[src/sv/psgseq_pkg.sv]
// psgseq_pkg: shared types, codes and constants of the event sequencer
`timescale 1ns / 1ps

package psgseq_pkg;

	// payload widths of the two channels
	localparam int FUNC_W    = 3;
	localparam int IN_ADDR_W = 12;
	localparam int BYTE_W    = 8;
	localparam int SRC_W     = 2;

	// command codes
	typedef enum logic [FUNC_W-1:0] {
		FN_LOAD        = 3'd0,
		FN_PLAY_MUSIC  = 3'd1,
		FN_STOP_MUSIC  = 3'd2,
		FN_PLAY_EFFECT = 3'd3,
		FN_TICK        = 3'd4
	} func_t;

	// origin of a register write
	typedef enum logic [SRC_W-1:0] {
		SRC_MUSIC  = 2'd0,
		SRC_EFFECT = 2'd1,
		SRC_STOP   = 2'd2
	} src_t;

	// sound chip registers touched directly
	localparam logic [BYTE_W-1:0] REG_MIXER = 8'd7;
	localparam logic [BYTE_W-1:0] REG_AMP_A = 8'd8;
	localparam logic [BYTE_W-1:0] REG_AMP_B = 8'd9;
	localparam logic [BYTE_W-1:0] REG_AMP_C = 8'd10;

	// mixer handling
	localparam logic [BYTE_W-1:0] MIXER_RESET = 8'h3F;
	localparam logic [BYTE_W-1:0] MIXER_KEEP  = 8'hDB;
	localparam logic [BYTE_W-1:0] MIXER_TAKE  = 8'h24;
	localparam logic [BYTE_W-1:0] MIXER_BIT6  = 8'h40;
	localparam logic [BYTE_W-1:0] VAL_ZERO    = 8'h00;

	// special write counts in an event
	localparam logic [BYTE_W-1:0] CNT_END  = 8'h00;
	localparam logic [BYTE_W-1:0] CNT_LOOP = 8'hFF;

	// one register write
	typedef struct packed {
		logic [BYTE_W-1:0] reg_num;
		logic [BYTE_W-1:0] value;
		logic [SRC_W-1:0]  src;
	} emit_t;

	// request from the sequencer to the result queue
	typedef struct packed {
		logic  valid;
		logic  fin;
		emit_t data;
	} push_t;

	// one delivered result
	typedef struct packed {
		emit_t wr;
		logic  last;
	} res_t;

	// sequencer states
	typedef enum logic [3:0] {
		ST_IDLE,
		ST_ADV,
		ST_CNT,
		ST_PREG,
		ST_PVAL,
		ST_WLD,
		ST_OFF_LO,
		ST_OFF_HI,
		ST_STOP,
		ST_EFX_END,
		ST_FIN
	} state_t;

	// mute sequence, one write per step
	function automatic emit_t stop_write(input logic [1:0] idx);
		emit_t e;
		e.src = SRC_STOP;
		unique case (idx)
			2'd0: begin
				e.reg_num = REG_AMP_A;
				e.value   = VAL_ZERO;
			end
			2'd1: begin
				e.reg_num = REG_AMP_B;
				e.value   = VAL_ZERO;
			end
			2'd2: begin
				e.reg_num = REG_AMP_C;
				e.value   = VAL_ZERO;
			end
			default: begin
				e.reg_num = REG_MIXER;
				e.value   = MIXER_RESET;
			end
		endcase
		return e;
	endfunction

endpackage

[src/sv/psgseq_rsp_if.sv]
// psgseq_rsp_if: register write channel of the event sequencer
`timescale 1ns / 1ps

interface psgseq_rsp_if;
	import psgseq_pkg::*;

	logic              valid;
	logic              ready;
	logic [BYTE_W-1:0] psg_register;
	logic [BYTE_W-1:0] psg_value;
	logic [SRC_W-1:0]  write_source;
	logic              last_write;

	modport source (
		output valid, output psg_register, output psg_value,
		output write_source, output last_write, input ready
	);
	modport sink (
		input valid, input psg_register, input psg_value,
		input write_source, input last_write, output ready
	);
endinterface

[src/sv/psgseq_outq.sv]
// psgseq_outq: result queue that marks the final write of each command
`timescale 1ns / 1ps

module psgseq_outq (
	input  logic              clk,
	input  logic              arst_n,
	input  psgseq_pkg::push_t push,
	output logic              push_ready,
	psgseq_rsp_if.source      rsp
);
	import psgseq_pkg::*;

	logic  pend_v_q;
	emit_t pend_q;
	logic  out_v_q;
	res_t  out_q;
	logic  out_free;
	logic  take;
	logic  move;

	// a write is held back until it is known whether another follows
	assign out_free   = !out_v_q || rsp.ready;
	assign push_ready = !pend_v_q || out_free;
	assign take       = push.valid && push_ready;
	assign move       = take && pend_v_q;

	// held write
	always_ff @(posedge clk or negedge arst_n) begin
		if (!arst_n) begin
			pend_v_q <= 1'b0;
		end else if (take) begin
			pend_v_q <= !push.fin;
		end
	end

	always_ff @(posedge clk) begin
		if (take && !push.fin) begin
			pend_q <= push.data;
		end
	end

	// output register
	always_ff @(posedge clk or negedge arst_n) begin
		if (!arst_n) begin
			out_v_q <= 1'b0;
		end else if (move) begin
			out_v_q <= 1'b1;
		end else if (rsp.ready) begin
			out_v_q <= 1'b0;
		end
	end

	always_ff @(posedge clk) begin
		if (move) begin
			out_q.wr   <= pend_q;
			out_q.last <= push.fin;
		end
	end

	assign rsp.valid        = out_v_q;
	assign rsp.psg_register = out_q.wr.reg_num;
	assign rsp.psg_value    = out_q.wr.value;
	assign rsp.write_source = out_q.wr.src;
	assign rsp.last_write   = out_q.last;
endmodule

[src/flat_wrapper.sv]
// flat-port wrapper written by rule: the top's interface ports become plain ports
module psgseq_outq_flat import psgseq_pkg::*;
  (clk, arst_n, push, push_ready, rsp_valid, rsp_psg_register, rsp_psg_value, rsp_write_source, rsp_last_write, rsp_ready);
  psgseq_rsp_if rsp_i ();
  input  logic clk;
  input  logic arst_n;
  input  psgseq_pkg::push_t push;
  output logic push_ready;
  output wire logic [$bits(rsp_i.valid)-1:0] rsp_valid;
  output wire logic [$bits(rsp_i.psg_register)-1:0] rsp_psg_register;
  output wire logic [$bits(rsp_i.psg_value)-1:0] rsp_psg_value;
  output wire logic [$bits(rsp_i.write_source)-1:0] rsp_write_source;
  output wire logic [$bits(rsp_i.last_write)-1:0] rsp_last_write;
  input wire logic [$bits(rsp_i.ready)-1:0] rsp_ready;
  assign rsp_valid = rsp_i.valid;
  assign rsp_psg_register = rsp_i.psg_register;
  assign rsp_psg_value = rsp_i.psg_value;
  assign rsp_write_source = rsp_i.write_source;
  assign rsp_last_write = rsp_i.last_write;
  assign rsp_i.ready = rsp_ready;
  psgseq_outq u_core (.clk(clk), .arst_n(arst_n), .push(push), .push_ready(push_ready), .rsp(rsp_i));
endmodule
[config.mk]
export PLATFORM = sky130hd
export DESIGN_NAME = psgseq_outq_flat
export DESIGN_NICKNAME = d
export VERILOG_FILES = /design/src/sv/psgseq_pkg.sv /design/src/sv/psgseq_rsp_if.sv /design/src/sv/psgseq_outq.sv /design/src/flat_wrapper.sv
export SDC_FILE = /design/constraint.sdc
export NUM_CORES = 1
export LEC_CHECK = 0
export BUFFER_PORTS_ARGS = -buffer_cell sky130_fd_sc_hd__buf_2
export CAP_MARGIN = 10
export CORE_ASPECT_RATIO = 0.75
export CORE_MARGIN = 2
export CORE_UTILIZATION = 42
export DETAILED_ROUTE_END_ITERATION = 12
export PLACE_DENSITY = 0.75
export SYNTH_ARGS = -nofsm -noshare
export SYNTH_HDL_FRONTEND = slang
export SYNTH_SLANG_ARGS = --single-unit
[constraint.sdc]
create_clock -name clk -period 1.9 [get_ports clk]
set_input_delay 0.095 -clock clk [delete_from_list [all_inputs] [get_ports clk]]
set_output_delay 0.095 -clock clk [all_outputs]
set_load 0.01 [all_outputs]
==> results of run 1 <==
repair_timing:
item / in CTS / in global routing
resized for setup: 0 / 0
setup endpoints to repair: 0 / 0
hold buffers: 20 / 0
endpoints found under the hold margin: 21 / 0
how the worst min path moves through the flow:
stage / endpoint / from / slack, ps
global route: u_core.rsp.valid$_DFFE_PN0P_ / push[19] / 110
CTS: u_core.rsp.valid$_DFFE_PN0P_ / push[19] / 80
finish: u_core.rsp.valid$_DFFE_PN0P_ / push[19] / 80
global placement: u_core.pend_v_q$_DFFE_PN0N_ / arst_n / -120
floorplan: u_core.pend_v_q$_DFFE_PN0N_ / arst_n / -200
detailed placement: u_core.rsp.valid$_DFFE_PN0P_ / arst_n / -120
tightest hold or removal path, stage by stage:
cell      delay, ps
buf_2           100
nand2_1          70
nand2b_1         70
area by class of cell:
type | count | area, um^2 | share of cell area, %
Clock buffer | 7 | 76.3 | 4.29
Clock inverter | 1 | 5.00 | 0.281
Multi-Input combinational cell | 9 | 61.3 | 3.45
Sequential cell | 39 | 1160 | 65.3
Tap cell | 36 | 45.0 | 2.53
Timing Repair Buffer | 65 | 430 | 24.2
logic make-up (layout without fill, tap and decap cells):
kind of cell | count (synthesis) | count (layout) | synth area share [%]
and+or+nand+nor | 8 | 8 | 4.31
buffers and inverters | 0 | 73 | 0
AOI/OAI and AO/OA | 1 | 1 | 0.410
DFF | 39 | 39 | 95.3
synth_stat cells:
| cell | number | area share [%] |
|---|---|---|
| nor2_1 | 1 | 0.31 |
| dfrtp_1 | 2 | 4.1 |
| nand3b_1 | 1 | 0.62 |
| a21oi_1 | 1 | 0.41 |
| nand2_1 | 1 | 0.31 |
| edfxtp_1 | 37 | 91 |
| nor2b_4 | 1 | 1.1 |
| nand2b_1 | 3 | 1.5 |
| nand3_1 | 1 | 0.41 |
sequential cells by signal, summed over array words and instances (netlist names):
signal	count
u_core.rsp.write_source	2
u_core.pend_v_q	1
u_core.pend_q	18
u_core.rsp.last_write	1
u_core.rsp.psg_value	8
u_core.rsp.psg_register	8
u_core.rsp.valid	1
stage by stage:
step / area, um^2 / worst slack, ps / util (%)
2_1_floorplan: 1220 / 12.7 / -
3_3_place_gp: 1500 / 721 / 55.8
3_5_place_dp: 1500 / 669 / 55.8
4_1_cts: 1780 / 583 / 66.3
5_1_grt: 1780 / 512 / 66.3
6_report: 1780 / 549 / 66.3
routing by layer:
layer | vias up | wire length [um]
li1 | 330 | -
met1 | 301 | 723
met2 | 36 | 1120
met3 | 9 | 182
met4 | 0 | 86
met5 | - | 0
report_power, final:
part	switching, W	leakage (nW)	internal, W
Combinational	0.0000688	0.289	0.0000744
Sequential	0.0000158	0.369	0.00100
Clock	0.000260	0.0422	0.000257
Total	0.000344	0.700	0.00133
==> flow_summary.yaml, run 1 <==
sta:
  post-route-period-util_pct: 71.1
  fin_skew_ps: 5.68
  period_needed_ps: 1350
  finalHoldViolCount: 0
  max_clock_freq_mhz: 740
  setup_viol: 0
  worst_pin_slew_ps: 227
  tns_ps: 0
  hold_slack_ps: 82.2
  drv_slew: 0
  rsz0062_at_grt: "false"
  relSlewSlack_pct: 84.9
power_and_ir_drop:
  power_density_nw_per_um2: 943
  power.ir.vdd_worst_mv: 0.513
  p_leak_nw: 0.700
  p_total_w: 0.00168
worst_setup_path:
  path_depth: 5
  startpoint: "push[18]"
  slowest_delay_ps: 540
  cp_num_buf_inv: 3
  arrival_ps: 1330
  cp.required_ps: 1880
  crit_path_end: "u_core.pend_q[9]$_DFFE_PP_"
  r2r_cells: 3
  r2r_start: "u_core.rsp.valid$_DFFE_PN0P_"
  setup.worst_path.class: "primary input to flop"
  r2r_slack_ps: 640
  path_delay_family: "buffers and inverters"
  path_cells: "dlygate4sd3_1 -> buf_2 -> nand2b_1 -> a21oi_2 -> buf_4"
  cp-start-kind: "primary input"
  r2r-end: "u_core.pend_q[9]$_DFFE_PP_"
  worst_setup_path_end_kind: "flop"
  critPathSlowestCell: "dlygate4sd3_1"
  critPathMaxFanout: 18
final_layout:
  final_cell_mix: "buf_2, edfxtp_1, dlygate4sd3_1"
  fin_cells: 157
  final_common_cell: "buf_2"
  area_growth_pct: 46.0
  antenna-diode-count: 0
  nFillCells: 193
  final_nets: 143
  drive_above_1_share_pct: 43.8
synth:
  synth_area_um2: 1220
  yosysWarnings: 0
  ys_types: 9
  ys_seq_area_share_pct: 95.3
  syn_nets: 71
  ys_ff_latch: 39
  synth_area_per_cell_um2: 25.4
  synthCells: 48
cts:
  clockBufferDepth: 2
  cts_setup_buffers: 0
  clockRootBuffer: "clkbuf_8"
  cts_buffers: 5
  worstSkewPairLatency_ps: 290
  htree_num_levels: 2
  cts_tree: "yes"
  cts.sinks: 39
  clkTransAtPathRegs_ps: 70
hold_path:
  hp-class: "primary input to flop"
  hold-path-cell-count: 3
run:
  cap_violations: 0
global_routing:
  met2_usage_pct: 25.5
  met3_usage_pct: 5.83
  overflow: 0
  met1_usage_pct: 13.4
  grt_start_max_net_pins: 20
  grt_antenna_before_repair: 0
  grt_pass1_vias: 699
  grtUsageTotal_pct: 14.8
  grt.busiest_layer: "met2"
  grt_pass1_wl_mm: 3.21
route:
  drc: 0
  avgRoutedWirePerCell_um: 13.4
  finalWirelength_mm: 2.11
  antenna_left: 0
  num_vias: 676
  first_pass_iters: 2
  drtIter0Drc: 8
  viasPerCell: 4.31
floorplanning:
  core-area_um2: 2680
  chipWidth_um: 66.2
  initial_core_util_pct: 45.4
  fp.dieH_um: 50.7
  boundaryPins: 44
  die-area_um2: 3350
  rows: 16
place:
  io_buffers: 43
  dp.cells: 129
  place_congestion: 0.630
status:
  outcome: "finished, final reports clean"
(Power assumes the default switching activity.)
==> run 2, diff against run 1 <==
clock period = 1.13 ns   (was 1.9 ns; I/O delays follow)
==> flow_summary.yaml, run 2 (synthesis results as in run 1) <==
cts:
  clkTransAtPathRegs_ps: 70
  clockBufferDepth: 2
  cts_tree: "yes"
  htree_num_levels: 2
  cts.sinks: 39
  cts_buffers: 5
  worstSkewPairLatency_ps: 290
  clockRootBuffer: "clkbuf_8"
status:
  outcome: "finished with violations"
  violations: "negative setup slack"
floorplanning:
  chipWidth_um: 66.2
  boundaryPins: 44
  initial_core_util_pct: 45.4
  fp.dieH_um: 50.7
  core-area_um2: 2680
  rows: 16
  die-area_um2: 3350
final_layout:
  final_common_cell: "buf_2"
  top_register: "u_core.pend_q"
  antenna-diode-count: 0
  nFillCells: 170
  drive_above_1_share_pct: 48.8
  largest_reg_flops: 18
  final_cell_mix: "buf_2, edfxtp_1, dlygate4sd3_1"
  final_cell_area_um2: 1910
  final_nets: 147
  area_growth_pct: 56.5
sta:
  relSlewSlack_pct: 89.0
  hold_slack_ps: 76.1
  drv_slew: 0
  finalWorstSetupSlack_ps: -20.6
  worst_pin_slew_ps: 165
  finalHoldViolCount: 0
  rsz0062_at_grt: "true"
  period_needed_ps: 1150
  fin_skew_ps: 4.22
  max_clock_freq_mhz: 869
  setup_viol: 19
  post-route-period-util_pct: 102
global_routing:
  grt_start_max_net_pins: 20
  grt_pass1_vias: 714
  grtUsageTotal_pct: 14.7
  grt_pass1_wl_mm: 3.21
  grt_antenna_before_repair: 0
  overflow: 0
power_and_ir_drop:
  p_leak_nw: 0.751
  power_density_nw_per_um2: 1750
  power.ir.vdd_worst_mv: 1.32
place:
  io_buffers: 43
  place_area_um2: 1550
  place_congestion: 0.655
  hpwl_mm: 1.37
route:
  antenna_left: 0
  viasPerCell: 4.30
  num_vias: 693
  finalWirelength_mm: 2.13
  first_pass_iters: 2
  drc: 0
  drtIter0Drc: 22
  avgRoutedWirePerCell_um: 13.2
worst_setup_path:
  worst_setup_path_end_kind: "output pin"
  path_cells: "buf_6 -> nand3b_1 -> buf_2"
  path_delay_family: "flip-flops"
  cp_num_buf_inv: 2
  arrival_ps: 1090
  slowest_delay_ps: 450
  cp.required_ps: 1070
  critPathMaxFanout: 3
  cp-start-kind: "flop"
  setup.worst_path.class: "flop to output pin"
  critPathSlowestCell: "dfrtp_2"
run:
  cap_violations: 0
hold_path:
  hp-class: "primary input to async pin"
run 2: power by group:
group          internal (W)  switching [W]  total [W]  leakage (nW)
registers           0.00168      0.0000310    0.00172         0.368
clock network      0.000882       0.000436    0.00132        0.0654
logic              0.000166       0.000133   0.000299         0.318
run 2: layout make-up:
class | count | area, um^2 | area share [%]
clock buffer | 6 | 72.6 | 3.81
clock inverter | 2 | 60.1 | 3.15
multi-input combinational | 9 | 78.8 | 4.13
sequential | 39 | 1160 | 61.0
tap | 36 | 45.0 | 2.36
timing repair buffer | 69 | 488 | 25.6
run 2: stage by stage:
step | util, % | power, W | std cells | setup WS (ps) | TNS, ps
4_1_cts | 70.8 | 0.00336 | 161 | -15.1 | -58.6
3_5_place_dp | 57.7 | 0.00197 | 132 | -28.3 | -813
3_3_place_gp | 57.7 | 0.00196 | 132 | 13.9 | 0
6_report | 71.1 | 0.00333 | 161 | -20.6 | -209
2_1_floorplan | - | 0.00183 | 48 | -170 | -5100
5_1_grt | 71.1 | 0.00347 | 161 | -61.9 | -904
run 2: routing by layer:
metal | track usage [%] | share of wire (%)
met1 | 15.4 | 41
met2 | 23.3 | 48
met4 | 8.50 | 1.8
met3 | 8.07 | 8.9
met5 | 0 | 0
run 2: timing repair:
item                       CTS  global route
setup endpoints to repair   31            38
hold endpoints to repair    21             0
gates resized for setup      4             2
pin swaps                    1             0
setup buffers                1             0
hold buffers                20             0
gates cloned                 0             0
run 2: final timing paths:
path / start / end / slack [ps] / depth (start not counted)
max reg2reg: u_core.rsp.valid$_DFFE_PN0P_ / u_core.pend_q[4]$_DFFE_PP_ / -20 / 3
max: u_core.pend_v_q$_DFFE_PN0N_ / push_ready / -20 / 3
min reg2reg: u_core.pend_q[11]$_DFFE_PP_ / u_core.rsp.psg_register[1]$_DFFE_PP_ / 420 / 0
min: arst_n / u_core.rsp.valid$_DFFE_PN0P_ / 80 / 2
max in group asynchronous: arst_n / u_core.pend_v_q$_DFFE_PN0N_ / 950 / 2
min in group clk: push[19] / u_core.rsp.valid$_DFFE_PN0P_ / 80 / 3
==> run 3, diff against run 2 <==
ABC_AREA = 1   (was not set)
CORE_MARGIN = 4   (was 2)
==> flow_summary.yaml, run 3 <==
worst_setup_path:
  startpoint: "u_core.pend_v_q$_DFFE_PN0N_"
  path_cells: "nand3_2 -> nand3_4 -> clkinvlp_4 -> clkbuf_16"
  worst_setup_path_end_kind: "flop"
  r2r_start: "u_core.pend_v_q$_DFFE_PN0N_"
  critPathSlowestCell: "dfrtp_1"
  path_delay_family: "flip-flops"
  setup.worst_path.class: "flop to flop"
  r2r-end: "u_core.pend_q[14]$_DFFE_PP_"
  critPathMaxFanout: 9
  r2r_slack_ps: -80
  cp_num_buf_inv: 2
  cp-start-kind: "flop"
  arrival_ps: 1270
  cp.required_ps: 1190
  slowest_delay_ps: 400
  r2r_cells: 4
power_and_ir_drop:
  p_total_w: 0.00312
  power.ir.vdd_worst_mv: 0.988
  p_leak_nw: 0.769
  power_density_nw_per_um2: 1630
synth:
  synth_compound_area_share_pct: 1.12
  synthMuxAreaShare_pct: 0
  synth_area_per_cell_um2: 23.3
  ys_types: 9
  ys_top_cells_by_count: "edfxtp_1, inv_1, dfrtp_1, nand3_2"
  yosys-top-cells-area: "edfxtp_1, dfrtp_1, inv_1"
  synth_top_family_by_area: "simple AND/OR/NAND/NOR gates"
  synth_area_um2: 1230
  ys_seq_area_share_pct: 94.1
  ys_ff_latch: 39
  synth-simple-area-share_pct: 2.64
  synth_adder_area_share_pct: 0
  async_reset_ff_share_pct: 5.13
  synth_edf_count: 37
  synthFlopType: "edfxtp_1"
  synth.most_common_cell: "edfxtp_1"
  syn_nets: 76
  yosysWarnings: 0
  synth_top_area_share_pct: 90.1
  yosys.area.top_type: "edfxtp_1"
  synthCells: 53
  synthXorXnorAreaFrac_pct: 0
status:
  violations: "negative setup slack"
  outcome: "finished with violations"
sta:
  fin_skew_ps: 4.38
  setup_viol: 38
  post-route-period-util_pct: 107
  worst_pin_slew_ps: 139
  finalWorstSetupSlack_ps: -82.2
  max_clock_freq_mhz: 825
  drv_slew: 0
  tns_ps: -2280
  rsz0062_at_grt: "true"
  relSlewSlack_pct: 90.8
  finalHoldViolCount: 0
  period_needed_ps: 1210
global_routing:
  grtUsageTotal_pct: 13.0
  grt_pass1_wl_mm: 3.44
  grt_antenna_before_repair: 0
  grt_pass1_vias: 795
  grt_start_max_net_pins: 20
  overflow: 0
floorplanning:
  initial_core_util_pct: 45.6
  fp.dieH_um: 54.9
  die-area_um2: 3880
  chipWidth_um: 70.6
  core-area_um2: 2700
  rows: 16
  boundaryPins: 44
final_layout:
  final_common_cell: "buf_2"
  area_growth_pct: 55.6
  nFillCells: 180
  fin_cells: 167
  drive_above_1_share_pct: 46.6
  largest_reg_flops: 18
  final_nets: 153
  top_register: "u_core.pend_q"
  final_cell_mix: "buf_2, edfxtp_1, dlygate4sd3_1"
  antenna-diode-count: 0
place:
  place_congestion: 0.659
  post-place-ws_ps: -36.1
  hpwl_mm: 1.34
  io_buffers: 43
  dp.cells: 134
route:
  drc: 0
  antenna_left: 0
  drtIter0Drc: 16
  first_pass_iters: 4
  finalWirelength_mm: 2.43
  viasPerCell: 4.40
  avgRoutedWirePerCell_um: 14.6
  num_vias: 735
cts:
  cts_tree: "yes"
  htree_num_levels: 2
  clockRootBuffer: "clkbuf_8"
  clockBufferDepth: 2
  cts.sinks: 39
  clkTransAtPathRegs_ps: 70
  worstSkewPairLatency_ps: 280
  cts_buffers: 5
run:
  cap_violations: 0
hold_path:
  hp-class: "primary input to async pin"
## run 3: metrics by stage
step                      hold slack, ps  utilization (%)  area (um^2)
final                               83.8             71.0         1920
after floorplan                     -239                -         1250
after global placement              -159             57.2         1550
after detailed placement            -153             57.2         1550
after global routing                89.7             71.0         1920
after CTS                           73.1             69.3         1870
## run 3: worst max-delay path by stage
stage | endpoint | cells after the start
final | u_core.pend_q[14]$_DFFE_PP_ | 4
after CTS | u_core.pend_q[16]$_DFFE_PP_ | 4
after global routing | u_core.pend_q[14]$_DFFE_PP_ | 4
after global placement | u_core.pend_q[16]$_DFFE_PP_ | 4
after detailed placement | u_core.pend_q[16]$_DFFE_PP_ | 4
after floorplan | u_core.rsp.last_write$_DFFE_PP_ | 3
## run 3: worst register-to-register path: cells and delay by family, from the launching register on
family	cells	cell delay, ps
flops	1	400
simple gates	2	270
buf+inv	2	300
## run 3: cells by family (layout without fill, tap and decap cells)
family,Yosys count,count (layout)
flops,39,39
buf+inv,7,85
simple gates,5,5
compound gates,2,2
## run 3: repair_timing
action                     CTS  global route
setup endpoints to repair   37            37
hold endpoints to repair    22             0
hold buffers                21             0
pin swaps                    0             2
gates resized for setup      0             1
cloned                       0             1
buffers inserted             1             2
## run 3: layer usage
layer / track usage [%] / vias up / part of all wire, %
met5: 0 / - / 0
met4: 7.81 / 0 / 3.3
met3: 7.40 / 9 / 9.4
met2: 23.6 / 38 / 52
met1: 11.6 / 335 / 35
li1: - / 353 / -
## run 3: report_power, final
part / leakage (nW) / total (W) / internal [W] / switching, W
Clock: 0.0556 / 0.00110 / 0.000646 / 0.000454
Sequential: 0.370 / 0.00171 / 0.00169 / 0.0000276
Combinational: 0.343 / 0.000309 / 0.000165 / 0.000143
Total: 0.769 / 0.00312 / 0.00250 / 0.000625
## run 3: final cells by class
type                       instances  area (um^2)  share of cell area [%]
inverter                           7         33.8                    1.76
sequential                        39         1160                    60.5
tap                               36         45.0                    2.35
multi-input combinational          7         58.8                    3.06
clock inverter                     3         38.8                    2.02
timing repair buffer              70          513                    26.7
clock buffer                       5         68.8                    3.59
