`src/sv/psgseq_pkg.sv`:
```
// psgseq_pkg: shared types, codes and constants of the event sequencer
`timescale 1ns / 1ps

package psgseq_pkg;

	// payload widths of the two channels
	localparam int FUNC_W    = 3;
	localparam int IN_ADDR_W = 12;
	localparam int BYTE_W    = 8;
	localparam int SRC_W     = 2;

	// command codes
	typedef enum logic [FUNC_W-1:0] {
		FN_LOAD        = 3'd0,
		FN_PLAY_MUSIC  = 3'd1,
		FN_STOP_MUSIC  = 3'd2,
		FN_PLAY_EFFECT = 3'd3,
		FN_TICK        = 3'd4
	} func_t;

	// origin of a register write
	typedef enum logic [SRC_W-1:0] {
		SRC_MUSIC  = 2'd0,
		SRC_EFFECT = 2'd1,
		SRC_STOP   = 2'd2
	} src_t;

	// sound chip registers touched directly
	localparam logic [BYTE_W-1:0] REG_MIXER = 8'd7;
	localparam logic [BYTE_W-1:0] REG_AMP_A = 8'd8;
	localparam logic [BYTE_W-1:0] REG_AMP_B = 8'd9;
	localparam logic [BYTE_W-1:0] REG_AMP_C = 8'd10;

	// mixer handling
	localparam logic [BYTE_W-1:0] MIXER_RESET = 8'h3F;
	localparam logic [BYTE_W-1:0] MIXER_KEEP  = 8'hDB;
	localparam logic [BYTE_W-1:0] MIXER_TAKE  = 8'h24;
	localparam logic [BYTE_W-1:0] MIXER_BIT6  = 8'h40;
	localparam logic [BYTE_W-1:0] VAL_ZERO    = 8'h00;

	// special write counts in an event
	localparam logic [BYTE_W-1:0] CNT_END  = 8'h00;
	localparam logic [BYTE_W-1:0] CNT_LOOP = 8'hFF;

	// one register write
	typedef struct packed {
		logic [BYTE_W-1:0] reg_num;
		logic [BYTE_W-1:0] value;
		logic [SRC_W-1:0]  src;
	} emit_t;

	// request from the sequencer to the result queue
	typedef struct packed {
		logic  valid;
		logic  fin;
		emit_t data;
	} push_t;

	// one delivered result
	typedef struct packed {
		emit_t wr;
		logic  last;
	} res_t;

	// sequencer states
	typedef enum logic [3:0] {
		ST_IDLE,
		ST_ADV,
		ST_CNT,
		ST_PREG,
		ST_PVAL,
		ST_WLD,
		ST_OFF_LO,
		ST_OFF_HI,
		ST_STOP,
		ST_EFX_END,
		ST_FIN
	} state_t;

	// mute sequence, one write per step
	function automatic emit_t stop_write(input logic [1:0] idx);
		emit_t e;
		e.src = SRC_STOP;
		unique case (idx)
			2'd0: begin
				e.reg_num = REG_AMP_A;
				e.value   = VAL_ZERO;
			end
			2'd1: begin
				e.reg_num = REG_AMP_B;
				e.value   = VAL_ZERO;
			end
			2'd2: begin
				e.reg_num = REG_AMP_C;
				e.value   = VAL_ZERO;
			end
			default: begin
				e.reg_num = REG_MIXER;
				e.value   = MIXER_RESET;
			end
		endcase
		return e;
	endfunction

endpackage

```
`src/sv/psgseq_cmd_if.sv`:
```
// psgseq_cmd_if: command channel of the event sequencer
`timescale 1ns / 1ps

interface psgseq_cmd_if;
	import psgseq_pkg::*;

	logic                 valid;
	logic                 ready;
	logic [FUNC_W-1:0]    func;
	logic [IN_ADDR_W-1:0] address;
	logic [BYTE_W-1:0]    load_byte;

	modport source (output valid, output func, output address, output load_byte, input ready);
	modport sink   (input valid, input func, input address, input load_byte, output ready);
endinterface

```
`src/sv/psgseq_ctrl.sv`:
```
// psgseq_ctrl: command decoder and stream sequencer around the event store
`timescale 1ns / 1ps

module psgseq_ctrl #(
	parameter int STORE_BYTES = 4096,
	parameter int MAX_WRITES  = 16,
	localparam int AW = $clog2(STORE_BYTES)
) (
	input  logic                          clk,
	input  logic                          arst_n,
	psgseq_cmd_if.sink                    cmd,
	output logic                          wr_en,
	output logic [AW-1:0]                 wr_addr,
	output logic [psgseq_pkg::BYTE_W-1:0] wr_data,
	output logic                          rd_en,
	output logic [AW-1:0]                 rd_addr,
	input  logic [psgseq_pkg::BYTE_W-1:0] rd_data,
	output psgseq_pkg::push_t             push,
	input  logic                          push_ready
);
	import psgseq_pkg::*;

	localparam int CW = $clog2(MAX_WRITES + 1);
	localparam logic [BYTE_W-1:0] MAX_N = BYTE_W'(MAX_WRITES);

	state_t state_q, state_d;

	// stream state
	logic [AW-1:0]     base_q;
	logic [AW-1:0]     mcur_q;
	logic              playing_q;
	logic [BYTE_W-1:0] mwait_q;
	logic              primed_q;
	logic [AW-1:0]     ecur_q;
	logic              active_q;
	logic [BYTE_W-1:0] ewait_q;
	logic [BYTE_W-1:0] mixer_q;

	// sequencing state
	logic              chan_q;
	logic              stop_ret_q;
	logic [1:0]        idx_q;
	logic [CW-1:0]     cnt_q;
	logic [AW-1:0]     w_q;
	logic [BYTE_W-1:0] reg_q;
	logic [BYTE_W-1:0] off_lo_q;

	logic                   accept;
	logic [AW+IN_ADDR_W-1:0] addr_ext;
	logic [AW-1:0]          cmd_addr;
	logic [AW-1:0]          cur;
	logic [BYTE_W-1:0]      cur_wait;
	logic                   cur_on;
	logic [AW+15:0]         off_ext;
	logic [AW-1:0]          loop_cur;
	logic [AW-1:0]          w_next;
	logic                   fire;
	logic                   pushed;
	emit_t                  raw;
	emit_t                  pair_wr;

	// commands are taken only between transactions
	assign cmd.ready = (state_q == ST_IDLE);

	// command address reduced to the store size
	assign accept   = cmd.valid && cmd.ready;
	assign addr_ext = {{AW{1'b0}}, cmd.address};
	assign cmd_addr = addr_ext[AW-1:0];

	// selected channel
	assign cur      = chan_q ? ecur_q : mcur_q;
	assign cur_wait = chan_q ? ewait_q : mwait_q;
	assign cur_on   = chan_q ? active_q : (playing_q && primed_q);
	assign fire     = cur_on && (cur_wait == '0);
	assign w_next   = w_q + AW'(2);

	// loop target from the low header offset bytes
	assign off_ext  = {{AW{1'b0}}, rd_data, off_lo_q};
	assign loop_cur = base_q + off_ext[AW-1:0];

	// pair write, effect mixer writes take bits 2 and 5 and keep the other shadow bits
	always_comb begin
		pair_wr.reg_num = reg_q;
		pair_wr.value   = rd_data;
		pair_wr.src     = chan_q ? SRC_EFFECT : SRC_MUSIC;
		if (chan_q && (reg_q == REG_MIXER)) begin
			pair_wr.value = (mixer_q & MIXER_KEEP) | (rd_data & MIXER_TAKE);
		end
	end

	assign pushed = push.valid && push_ready;

	// next state
	always_comb begin
		state_d = state_q;
		unique case (state_q)
			ST_IDLE: begin
				if (accept) begin
					case (cmd.func)
						FN_STOP_MUSIC: state_d = ST_STOP;
						FN_TICK:       state_d = ST_ADV;
						default:       state_d = ST_IDLE;
					endcase
				end
			end
			ST_ADV: begin
				if (fire) begin
					state_d = ST_CNT;
				end else if (chan_q) begin
					state_d = ST_FIN;
				end
			end
			ST_CNT: begin
				if (rd_data == CNT_END) begin
					state_d = chan_q ? ST_EFX_END : ST_STOP;
				end else if (rd_data == CNT_LOOP && !chan_q) begin
					state_d = ST_OFF_LO;
				end else begin
					state_d = ST_PREG;
				end
			end
			ST_PREG:   state_d = ST_PVAL;
			ST_PVAL: begin
				if (push_ready) begin
					state_d = (cnt_q == CW'(1)) ? ST_WLD : ST_PREG;
				end
			end
			ST_WLD:    state_d = chan_q ? ST_FIN : ST_ADV;
			ST_OFF_LO: state_d = ST_OFF_HI;
			ST_OFF_HI: state_d = ST_WLD;
			ST_STOP: begin
				if (push_ready && idx_q == 2'd3) begin
					state_d = stop_ret_q ? ST_ADV : ST_FIN;
				end
			end
			ST_EFX_END: begin
				if (push_ready) begin
					state_d = ST_FIN;
				end
			end
			ST_FIN: begin
				if (push_ready) begin
					state_d = ST_IDLE;
				end
			end
			default: state_d = ST_IDLE;
		endcase
	end

	// outputs: store access, result push
	always_comb begin
		wr_en      = accept && (cmd.func == FN_LOAD);
		wr_addr    = cmd_addr;
		wr_data    = cmd.load_byte;
		rd_en      = 1'b0;
		rd_addr    = cur + AW'(1);
		raw        = stop_write(idx_q);
		push.valid = 1'b0;
		push.fin   = 1'b0;
		unique case (state_q)
			ST_ADV: begin
				rd_en   = fire;
				rd_addr = cur + AW'(1);
			end
			ST_CNT: begin
				rd_en   = (rd_data != CNT_END);
				rd_addr = (rd_data == CNT_LOOP && !chan_q) ? base_q + AW'(4) : cur + AW'(2);
			end
			ST_PREG: begin
				rd_en   = 1'b1;
				rd_addr = w_q + AW'(1);
			end
			ST_PVAL: begin
				raw        = pair_wr;
				push.valid = 1'b1;
				rd_en      = push_ready;
				rd_addr    = w_next;
			end
			ST_OFF_LO: begin
				rd_en   = 1'b1;
				rd_addr = base_q + AW'(5);
			end
			ST_OFF_HI: begin
				rd_en   = 1'b1;
				rd_addr = loop_cur;
			end
			ST_STOP: begin
				push.valid = 1'b1;
			end
			ST_EFX_END: begin
				raw.reg_num = REG_AMP_C;
				raw.value   = VAL_ZERO;
				raw.src     = SRC_STOP;
				push.valid  = 1'b1;
			end
			ST_FIN: begin
				push.valid = 1'b1;
				push.fin   = 1'b1;
			end
			default: begin
			end
		endcase
		// every mixer write has bit 6 cleared
		push.data = raw;
		if (raw.reg_num == REG_MIXER) begin
			push.data.value = raw.value & ~MIXER_BIT6;
		end
	end

	// state register
	always_ff @(posedge clk or negedge arst_n) begin
		if (!arst_n) begin
			state_q <= ST_IDLE;
		end else begin
			state_q <= state_d;
		end
	end

	// stream state and sequencing registers
	always_ff @(posedge clk or negedge arst_n) begin
		if (!arst_n) begin
			base_q     <= '0;
			mcur_q     <= '0;
			playing_q  <= 1'b0;
			mwait_q    <= '0;
			primed_q   <= 1'b0;
			ecur_q     <= '0;
			active_q   <= 1'b0;
			ewait_q    <= '0;
			mixer_q    <= MIXER_RESET;
			chan_q     <= 1'b0;
			stop_ret_q <= 1'b0;
			idx_q      <= '0;
			cnt_q      <= '0;
			w_q        <= '0;
		end else begin
			// mixer shadow follows every delivered mixer write
			if (pushed && !push.fin && push.data.reg_num == REG_MIXER) begin
				mixer_q <= push.data.value;
			end
			case (state_q)
				ST_IDLE: begin
					if (accept) begin
						case (cmd.func)
							FN_PLAY_MUSIC: begin
								if (!(playing_q && base_q == cmd_addr)) begin
									base_q    <= cmd_addr;
									mcur_q    <= cmd_addr + AW'(8);
									playing_q <= 1'b1;
									mwait_q   <= '0;
								end
							end
							FN_STOP_MUSIC: begin
								playing_q  <= 1'b0;
								idx_q      <= '0;
								stop_ret_q <= 1'b0;
							end
							FN_PLAY_EFFECT: begin
								ecur_q   <= cmd_addr + AW'(4);
								active_q <= 1'b1;
								ewait_q  <= '0;
							end
							FN_TICK: chan_q <= 1'b0;
							default: begin
							end
						endcase
					end
				end
				ST_ADV: begin
					if (!chan_q) begin
						if (!playing_q) begin
							chan_q <= 1'b1;
						end else if (!primed_q) begin
							primed_q <= 1'b1;
							chan_q   <= 1'b1;
						end else if (mwait_q != '0) begin
							mwait_q <= mwait_q - 8'd1;
							chan_q  <= 1'b1;
						end
					end else if (active_q && ewait_q != '0) begin
						ewait_q <= ewait_q - 8'd1;
					end
				end
				ST_CNT: begin
					if (rd_data == CNT_END) begin
						if (!chan_q) begin
							playing_q  <= 1'b0;
							idx_q      <= '0;
							stop_ret_q <= 1'b1;
						end
					end else begin
						cnt_q <= (rd_data > MAX_N) ? CW'(MAX_WRITES) : rd_data[CW-1:0];
						w_q   <= cur + AW'(2);
					end
				end
				ST_PVAL: begin
					if (push_ready) begin
						cnt_q <= cnt_q - CW'(1);
						w_q   <= w_next;
						if (cnt_q == CW'(1)) begin
							if (chan_q) begin
								ecur_q <= w_next;
							end else begin
								mcur_q <= w_next;
							end
						end
					end
				end
				ST_WLD: begin
					if (chan_q) begin
						ewait_q <= rd_data;
					end else begin
						mwait_q <= rd_data;
						chan_q  <= 1'b1;
					end
				end
				ST_OFF_HI: mcur_q <= loop_cur;
				ST_STOP: begin
					if (push_ready) begin
						idx_q <= idx_q + 2'd1;
						if (idx_q == 2'd3 && stop_ret_q) begin
							chan_q <= 1'b1;
						end
					end
				end
				ST_EFX_END: begin
					if (push_ready) begin
						active_q <= 1'b0;
					end
				end
				default: begin
				end
			endcase
		end
	end

	// byte latches
	always_ff @(posedge clk) begin
		if (state_q == ST_PREG) begin
			reg_q <= rd_data;
		end
		if (state_q == ST_OFF_LO) begin
			off_lo_q <= rd_data;
		end
	end
endmodule

```
`src/flat_wrapper.sv`:
```
// flat-port wrapper written by rule: the top's interface ports become plain ports
module psgseq_ctrl_flat import psgseq_pkg::*;
#(
	parameter int STORE_BYTES = 4096,
	parameter int MAX_WRITES  = 16,
	localparam int AW = $clog2(STORE_BYTES)
)
  (clk, arst_n, wr_en, wr_addr, wr_data, rd_en, rd_addr, rd_data, push, push_ready, cmd_valid, cmd_func, cmd_address, cmd_load_byte, cmd_ready);
  psgseq_cmd_if cmd_i ();
  input  logic clk;
  input  logic arst_n;
  output logic wr_en;
  output logic [AW-1:0] wr_addr;
  output logic [psgseq_pkg::BYTE_W-1:0] wr_data;
  output logic rd_en;
  output logic [AW-1:0] rd_addr;
  input  logic [psgseq_pkg::BYTE_W-1:0] rd_data;
  output psgseq_pkg::push_t push;
  input  logic push_ready;
  input wire logic [$bits(cmd_i.valid)-1:0] cmd_valid;
  input wire logic [$bits(cmd_i.func)-1:0] cmd_func;
  input wire logic [$bits(cmd_i.address)-1:0] cmd_address;
  input wire logic [$bits(cmd_i.load_byte)-1:0] cmd_load_byte;
  output wire logic [$bits(cmd_i.ready)-1:0] cmd_ready;
  assign cmd_i.valid = cmd_valid;
  assign cmd_i.func = cmd_func;
  assign cmd_i.address = cmd_address;
  assign cmd_i.load_byte = cmd_load_byte;
  assign cmd_ready = cmd_i.ready;
  psgseq_ctrl #(.STORE_BYTES(STORE_BYTES), .MAX_WRITES(MAX_WRITES)) u_core (.clk(clk), .arst_n(arst_n), .cmd(cmd_i), .wr_en(wr_en), .wr_addr(wr_addr), .wr_data(wr_data), .rd_en(rd_en), .rd_addr(rd_addr), .rd_data(rd_data), .push(push), .push_ready(push_ready));
endmodule
```
`config.mk`:
```
export PLATFORM = sky130hd
export DESIGN_NAME = psgseq_ctrl_flat
export DESIGN_NICKNAME = d
export VERILOG_FILES = /design/src/sv/psgseq_pkg.sv /design/src/sv/psgseq_cmd_if.sv /design/src/sv/psgseq_ctrl.sv /design/src/flat_wrapper.sv
export SDC_FILE = /design/constraint.sdc
export NUM_CORES = 1
export LEC_CHECK = 0
export BUFFER_PORTS_ARGS = -buffer_cell sky130_fd_sc_hd__buf_4
export CORE_MARGIN = 2
export CORE_UTILIZATION = 55
export CTS_BUF_LIST = sky130_fd_sc_hd__clkbuf_8
export CTS_CLUSTER_DIAMETER = 60
export DETAILED_ROUTE_END_ITERATION = 12
export MAX_ROUTING_LAYER = met4
export PLACE_DENSITY = 0.79
export SLEW_MARGIN = 20
export SYNTH_ARGS = -nofsm -noshare
export SYNTH_HDL_FRONTEND = slang
export SYNTH_SLANG_ARGS = --single-unit
export TNS_END_PERCENT = 50
```
`constraint.sdc`:
```
create_clock -name clk -period 4.09 [get_ports clk]
set_input_delay 0.6135 -clock clk [delete_from_list [all_inputs] [get_ports clk]]
set_output_delay 0.6135 -clock clk [all_outputs]
set_load 0.05 [all_outputs]
```
==> results, run 1 <==
- The global placement routability congestion is 0.962.
- In this run the number of H-tree levels came out at 3.
- The power density over the cells is 776 mW/mm².
- The total of buffers placed on input and output ports is 73.
- The analysis attributes to cell leakage a power of 3.80 nW.
- The startpoint of the worst-slack reg-to-reg timing path is u_core.state_q[1]$_DFFE_PN0P_.
- In the final timing run, aggregate negative setup slack is 0 ns.
- The mapped cell area is 0.00854 mm².
- After clock tree synthesis, the setup repair step added 0 buffers.
- The clock root buffer is sky130_fd_sc_hd__clkbuf_8.
- The actual transition at the worst max-transition pin is 0.956 ns.
- The sum of net half-perimeters after detailed placement is 18.9 mm.
- The setup path with the least slack is of type reg2out.
- Entering global routing, the biggest net connects 66 pins.
- The total clock sinks is 102.
- The first global-routing pass estimated 39.9 mm of wire.
- By count the netlist is led by sky130_fd_sc_hd__nand2_1, sky130_fd_sc_hd__nor2_1, sky130_fd_sc_hd__dfrtp_1.
- STA puts the critical path data arrival time at 3.15 ns.
- The reg-to-reg endpoint is u_core.mcur_q[8]$_DFFE_PN0P_.
- The number of failing hold endpoints at the final stage is 0.
- The part of the Yosys area used for sequential elements is 30.9%.
- The worst-skew pair later-pin latency is 0.41 ns.
- The most frequently used cell type in the post-synthesis netlist is sky130_fd_sc_hd__nand2_1.
- The count of hold buffers inserted by post-cts repair is 0.
- Clock-pin slew was measured on the worst setup and hold paths at 0.12 ns.
- The worst setup path is launched from a flip-flop.
- The number of enable flip-flop cells after synthesis is 16.
- The die is 129 µm wide.
- The flow ran to the end, and the final reports show no timing, DRC or antenna violations.
- The CTS buffer count is 9.
- The core box area is 0.0152 mm².
- During I/O placement, the number of pins put on the boundary was 90.
- For this run, the total global-route usage over all layers was measured as 32.0%.
- The floorplan step set the die height to 129 µm.
- The number of pins with negative max-slew slack in the final report was 0.
- Dividing the final minimum period by the clock period gives 92.1%.
- The number of global-route vias before repair is 7,062.
- The net count after synthesis is 1,070.
- The initial antenna violation count is 0.
- Compared with the post-synthesis result, the final layout area differs by 7.57%.
- Setup repair after global routing left no endpoint under its margin.
- The via-per-instance ratio is 6.59.
- The die area is 0.0165 mm².
- The floorplan has 45 rows.
- Yosys printed 0 warnings.
- The routed design has 25.4 mm of wire.
- The classification of the worst-slack hold path is in2async.
- The number of distinct library cells after synthesis is 92.
- The detail route stage leaves a number of antenna-violating nets equal to 0.
- The number of max-cap violations is 0.
- For this block, the via count after detailed routing is 7,969.
- The post-synthesis cell count is 1,005.
- The number of gates given a new drive strength after cts is 0.
- The prevailing post-synth register cell is sky130_fd_sc_hd__dfrtp_1.
- After the last flow step, the layout net total stands at 1,082.
- The clock tree from TritonCTS is done.
- The clock arrives with 0.0165 ns of skew.
- After global routing the overflow that remains totals 0.
- The initial core utilization is 56.2%.
- The number of antenna cells inserted is 0.
- The first detailed-routing pass took 6 iterations.
- The worst max-slew margin expressed relative to the limit is 36.1%.
- The first routing iteration left 972 violations.
- Counting flops with an async set or reset pin after synthesis yields a share of 84.3%.
- In the final layout, the share of cells above drive strength 1 is 16.7%.
- Setup violations remaining at the end of the flow were counted as 0.
- Of all nets on the critical path, the largest fanout is 11.
- The biggest area contributor in the post-synthesis netlist is sky130_fd_sc_hd__dfrtp_1.
- By area the synthesized netlist is led by sky130_fd_sc_hd__dfrtp_1, sky130_fd_sc_hd__edfxtp_1, sky130_fd_sc_hd__xnor2_1.
- The worst register-to-register path has a setup slack of 1.15 ns.
- VDD sags by at most 0.388 mV.
- The area share of the largest cell type after synthesis is 24.0%.
- The final hold slack is 0.329 ns.
- Based on the critical path, the design can be clocked at up to 265 MHz.
- The number of DRC violations after detailed routing is 0.
- The fraction of the core area covered by cells at the end of the flow is 60.5%.
- Subtracting the final worst setup slack from the clock period gives 3.77 ns.
- The worst register-to-register path has a depth of 7.
- The nature of the critical path endpoint is an output port.
- A synthesized cell averages 8.50 µm².
- Data on the critical path is required at its endpoint by 3.48 ns.
- The post-synthesis register bit count is 102.
- After detailed routing, the average wire length per cell comes to 21.0 µm.
- The worst-case clock buffer depth is 2.
==> cells by family after synthesis <==
logic type	after synthesis	synth area share (%)
and+or+nand+nor	339	21.0
DFF	102	30.9
xor gates and xnor gates	79	8.10
AOI/OAI and AO/OA	289	22.2
muxes	47	6.28
buffers and inverters	118	6.99
adders and majority gates	31	4.60
==> through the flow <==
step	setup slack [ns]	total power, W	std cells	instance area (µm²)
floorplan	0.201	0.00518	1005	8540
global placement	0.713	0.00631	1194	8990
detailed placement	0.703	0.00636	1194	8990
CTS	0.336	0.00703	1210	9190
global route	0.157	0.00758	1210	9190
finish	0.323	0.00713	1210	9190
==> area by class of cell <==
type                            instances  area (µm²)
Timing Repair Buffer                   95         713
Sequential cell                       102        2640
Multi-Input combinational cell        785        5320
Inverter                               24        90.1
Tap cell                              188         235
Fill cell                            1348        6010
Clock buffer                            9         124
Clock inverter                          7        72.6
==> report_power, final <==
part / switching, W / internal [W]
registers: 0.000531 / 0.00139
logic: 0.00286 / 0.00169
clock network: 0.000417 / 0.000242
==> layout by cell type (no fill, tap or decap), types with 14 or more instances in the layout <==
master / count
sky130_fd_sc_hd__buf_4: 95
sky130_fd_sc_hd__nand2_1: 88
sky130_fd_sc_hd__nor2_1: 86
sky130_fd_sc_hd__dfrtp_1: 82
sky130_fd_sc_hd__o21ai_0: 72
sky130_fd_sc_hd__a21oi_1: 71
sky130_fd_sc_hd__xnor2_1: 47
sky130_fd_sc_hd__nand3_1: 33
sky130_fd_sc_hd__xor2_1: 32
sky130_fd_sc_hd__ha_1: 29
sky130_fd_sc_hd__inv_1: 22
sky130_fd_sc_hd__mux2_2: 21
sky130_fd_sc_hd__nor3_1: 20
sky130_fd_sc_hd__mux2i_1: 18
sky130_fd_sc_hd__nand4_1: 16
sky130_fd_sc_hd__a31oi_1: 16
sky130_fd_sc_hd__edfxtp_1: 16
sky130_fd_sc_hd__nand2b_1: 14
==> sequential cells by signal (all words and copies together) (netlist names), 2 cells and up <==
name	count
u_core.off_lo_q	8
u_core.state_q	4
u_core.mwait_q	8
u_core.base_q	12
u_core.mcur_q	12
u_core.reg_q	8
u_core.w_q	12
u_core.idx_q	2
u_core.mixer_q	6
u_core.ecur_q	12
u_core.cnt_q	5
u_core.ewait_q	8
==> metal layers <==
| metal | vias to the layer above | global-route usage, % | share of wire [%] |
|---|---|---|---|
| met5 | - | - | 0 |
| met3 | 51 | 6.20 | 11 |
| met4 | 0 | 7.48 | 2.2 |
| met2 | 461 | 45.3 | 44 |
| met1 | 3792 | 47.4 | 43 |
| li1 | 3665 | - | - |
==> how the worst max path moves through the flow <==
| stage | to | slack [ns] | from | cells past startpoint |
|---|---|---|---|---|
| final | rd_addr[11] | 0.32 | u_core.base_q[4]$_DFFE_PN0P_ | 8 |
| after global routing | rd_addr[11] | 0.16 | u_core.base_q[4]$_DFFE_PN0P_ | 8 |
| after CTS | rd_addr[11] | 0.34 | u_core.base_q[4]$_DFFE_PN0P_ | 8 |
| after detailed placement | rd_addr[11] | 0.70 | rd_data[0] | 9 |
| after global placement | rd_addr[11] | 0.71 | rd_data[0] | 9 |
| after floorplan | push[8] | 0.20 | u_core.state_q[2]$_DFFE_PN0P_ | 6 |
==> worst max-delay path, cell delays in order, from the launching register on <==
cell	delay [ns]
sky130_fd_sc_hd__dfrtp_1	0.58
sky130_fd_sc_hd__ha_1	0.35
sky130_fd_sc_hd__and2_1	0.20
sky130_fd_sc_hd__a221oi_2	0.34
sky130_fd_sc_hd__a21oi_1	0.13
sky130_fd_sc_hd__or4_1	0.54
sky130_fd_sc_hd__a31oi_1	0.25
sky130_fd_sc_hd__o211ai_1	0.13
sky130_fd_sc_hd__buf_4	0.22
Power figures use the tool's default switching activity.
==> run 2, diff against run 1 <==
==> constraint.sdc (replaced) <==
create_clock -name clk -period 4.4 [get_ports clk]
set_input_delay 0.66 -clock clk [delete_from_list [all_inputs] [get_ports clk]]
set_output_delay 0.66 -clock clk [all_outputs]
set_load 0.05 [all_outputs]
==> run 2 against run 1 <==
  * Cell count fell by 0.17%
  * Register-to-register slack improved by 0.26 ns
  * First-iteration DRC count up 2.6%
  * Flip-flop and latch count is the same
  * Clock power is 5.8% lower
  * Count of clock-buffer cells in the layout stayed put
  * Sequential power shrank 6%
  * Wire length is 3.3% higher
  * Design area down 0.22%
  * Largest cell class unchanged
==> results, run 2 (synthesis results as in run 1) <==
- The global-route congestion overflow total is 0.
- In this run the worst hold path is classified as in2async.
- The first global-routing pass estimated 40.8 mm of wire.
- Measured against its own limit, the worst slew margin works out to 32.9%.
- The cell with the largest stage delay on the worst path is sky130_fd_sc_hd__a221oi_1.
- The met1 global-route usage is 48.1%.
- Global routing used 47.2% of the available met2 tracks.
- The clock arrives with 0.0170 ns of skew.
- The number of buffers inserted by post-CTS setup repair is 0.
- The met3 usage in global routing is 6.49%.
- The start point of the critical path is u_core.state_q[3]$_DFFE_PN0P_.
- Internal power comes to 0.00307 W.
- The count of hold buffers inserted by post-cts repair is 0.
- The die is 129 µm wide.
- The count of buffering cells on the critical path with inverters included is 3.
- The first TritonRoute pass finished after 6 iterations.
- Clock-pin slew was measured on the worst setup and hold paths at 0.12 ns.
- The global placement routability congestion is 0.962.
- met1 is the most crowded layer.
- In the final layout, the share of cells above drive strength 1 is 16.5%.
- The startpoint of the worst-slack reg-to-reg timing path is u_core.state_q[0]$_DFFE_PN0P_.
- The routed via count is 7,990.
- The power density over the cells is 726 mW/mm².
- 0 antenna diodes ended up in the layout.
- The number of pins with negative max-slew slack in the final report is 0.
- The number of gates given a new drive strength after cts is 0.
- The final-layout fill cell count is 1,355.
- The floorplan step defined a core boundary enclosing 0.0152 mm².
- In this run the number of H-tree levels came out at 3.
- The die covers 0.0165 mm².
- The flow ran to the end, and the final reports show no timing, DRC or antenna violations.
- The finished layout holds 1,208 standard cells, fillers aside.
- The delay contributed by the slowest stage of the critical path is 0.74 ns.
- For this block, the routed nets add up to 26.2 mm of wire.
- In this run, the clock network consumes 9.3% of the power.
- The number of DRC violations after detailed routing is 0.
- The per-cell routed wire length is 21.7 µm.
- In this run, the number of DRC markers left after iteration 0 of detailed routing was 997.
- Setup violations remaining at the end of the flow were counted as 0.
- The die is 129 µm tall.
- The number of failing hold endpoints at the final stage was 0.
- The critical path goes through buf_4 -> nand4bb_1 -> clkinv_1 -> a221oi_1 -> a21oi_1 -> buf_4.
- In the routed layout, each cell is associated on average with a via count of 6.61.
- Global routing used 33.1% of the available tracks across all layers.
- The peak supply drop is 0.378 mV.
- Derived from the worst setup path, the maximum achievable clock frequency is 253 MHz.
- Counting every sink on the clock net gives 102.
- Max-cap violations in this run came to 0.
- The wire-length estimate of the detail-placed layout is 19.2 mm.
- The initial antenna violation count is 0.
- The classification of the worst setup path is reg2out.
- In this run the worst path has a maximum fanout of 26.
- The part of the power in combinational logic is 63.6%.
- Once the floorplan was initialized, standard cells occupied 56.2% of the core.
- The boundary pin count is 90.
- The portion of the clock cycle consumed by the worst path in the final layout is 90.0%.
- The worst path needs 3.96 ns of the cycle, external delays included.
- The accumulated negative setup slack is 0 ns.
- The worst-case clock buffer depth is 2.
- In the layout the commonest cells are sky130_fd_sc_hd__buf_4, sky130_fd_sc_hd__nand2_1, sky130_fd_sc_hd__nor2_1.
- The library cell used most frequently in the layout, excluding fill and tap cells, is sky130_fd_sc_hd__buf_4.
- Buffers placed on the I/O ports in this run total 73.
- The number of clock buffers added by TritonCTS is 9.
- TritonCTS built the clock tree.
- In this run the remaining antenna-violating nets after routing total 0.
- In the final design database the tool counted 1,080 nets.
- Of the total power, the share spent switching nets is 53.8%.
- Clock latency on the worst-skew pair, taken at its later pin, is 0.41 ns.
- On the critical path the largest part of the delay comes from buffers and inverters.
- The cell type with the highest occurrence count on the critical path is sky130_fd_sc_hd__buf_4.
- Compared with the post-synthesis result, the final layout area differs by 7.34%.
- The endpoint arrival time on the critical path is 3.30 ns.
- The maximum number of pins on one net before global-route repair is 65.
- The number of global-route vias before repair is 7,193.
- Sequential cells burn 27.0% of the power.
- The analysis attributes to net switching a power of 0.00358 W.
- The startpoint class of the critical path is a flip-flop.
- For the pin with the worst max-slew slack, the measured transition is 1.00 ns.
- The static leakage is 3.78 nW.
- Overall power consumption after layout is estimated at 0.00666 W.
- The nature of the critical path endpoint is an output port.
- In this run the core area contains 45 standard-cell rows.
- Setup repair after global routing left no endpoint under its margin.
- The data required time of the critical path is 3.74 ns.
- The number of placed instances, taps included, is 1,192.
- The clock root buffer is sky130_fd_sc_hd__clkbuf_8.
## run 2: changes by cell type in the layout (fill, tap and decap cells not counted), sizes merged
cell and delta:
clkinv -1, clkinvlp +1, buf -2
## run 2: per-layer routing
metal / wire (µm) / vias to the layer above / share of wire (%)
met1: 11600 / 3775 / 44
met3: 2710 / 53 / 10
met5: 0 / - / 0
met2: 11200 / 494 / 43
li1: - / 3668 / -
met4: 631 / 0 / 2.4
## run 2: worst paths after layout
check                                                end  slack, ns  cells past startpoint
max                                           rd_addr[4]       0.44                      6
min                        u_core.mwait_q[3]$_DFFE_PN0P_       0.34                      1
max reg2reg                 u_core.mcur_q[3]$_DFFE_PN0P_       1.41                      8
min reg2reg                u_core.mwait_q[4]$_DFFE_PN0P_       0.51                      1
max in group asynchronous      u_core.w_q[8]$_DFFE_PN0P_       3.20                      2
min in group clk               u_core.reg_q[7]$_DFFE_PP_       0.51                      1
## run 2: worst register-to-register path, delay by kind of cell, from the launching register on
family,cells,cell delay (ns)
AOI/OAI and AO/OA,2,0.82
buffers and inverters,2,0.49
DFF,1,0.40
and+or+nand+nor,4,1.19
## run 2: final cells by class
type	count	area, µm²	area share (%)
clock buffers	9	124	1.35
well taps	188	235	2.57
inverters	24	90.1	0.982
flip-flops and latches	102	2640	28.8
clock inverters	7	67.6	0.737
multi-input cells	785	5320	58.0
repair buffers	93	698	7.61
## run 2: power groups by stage
| stage | Combinational (W) | Clock (W) | Sequential (W) |
|---|---|---|---|
| after global routing | 0.00454 | 0.000659 | 0.00185 |
| after CTS | 0.00415 | 0.000621 | 0.00178 |
| after detailed placement | 0.00412 | 0 | 0.00180 |
| final | 0.00424 | 0.000621 | 0.00180 |
| after global placement | 0.00409 | 0 | 0.00178 |
| after floorplan | 0.00327 | 0 | 0.00154 |
## run 2: per-stage QoR
stage               utilization (%)  hold slack [ns]  area [µm²]  setup slack, ns
global placement               59.1            0.473        8980            0.907
CTS                            60.3            0.368        9170            0.548
detailed placement             59.1            0.474        8980            0.893
finish                         60.3            0.335        9170            0.440
floorplan                         -            0.364        8540            0.465
global route                   60.3            0.409        9170            0.376
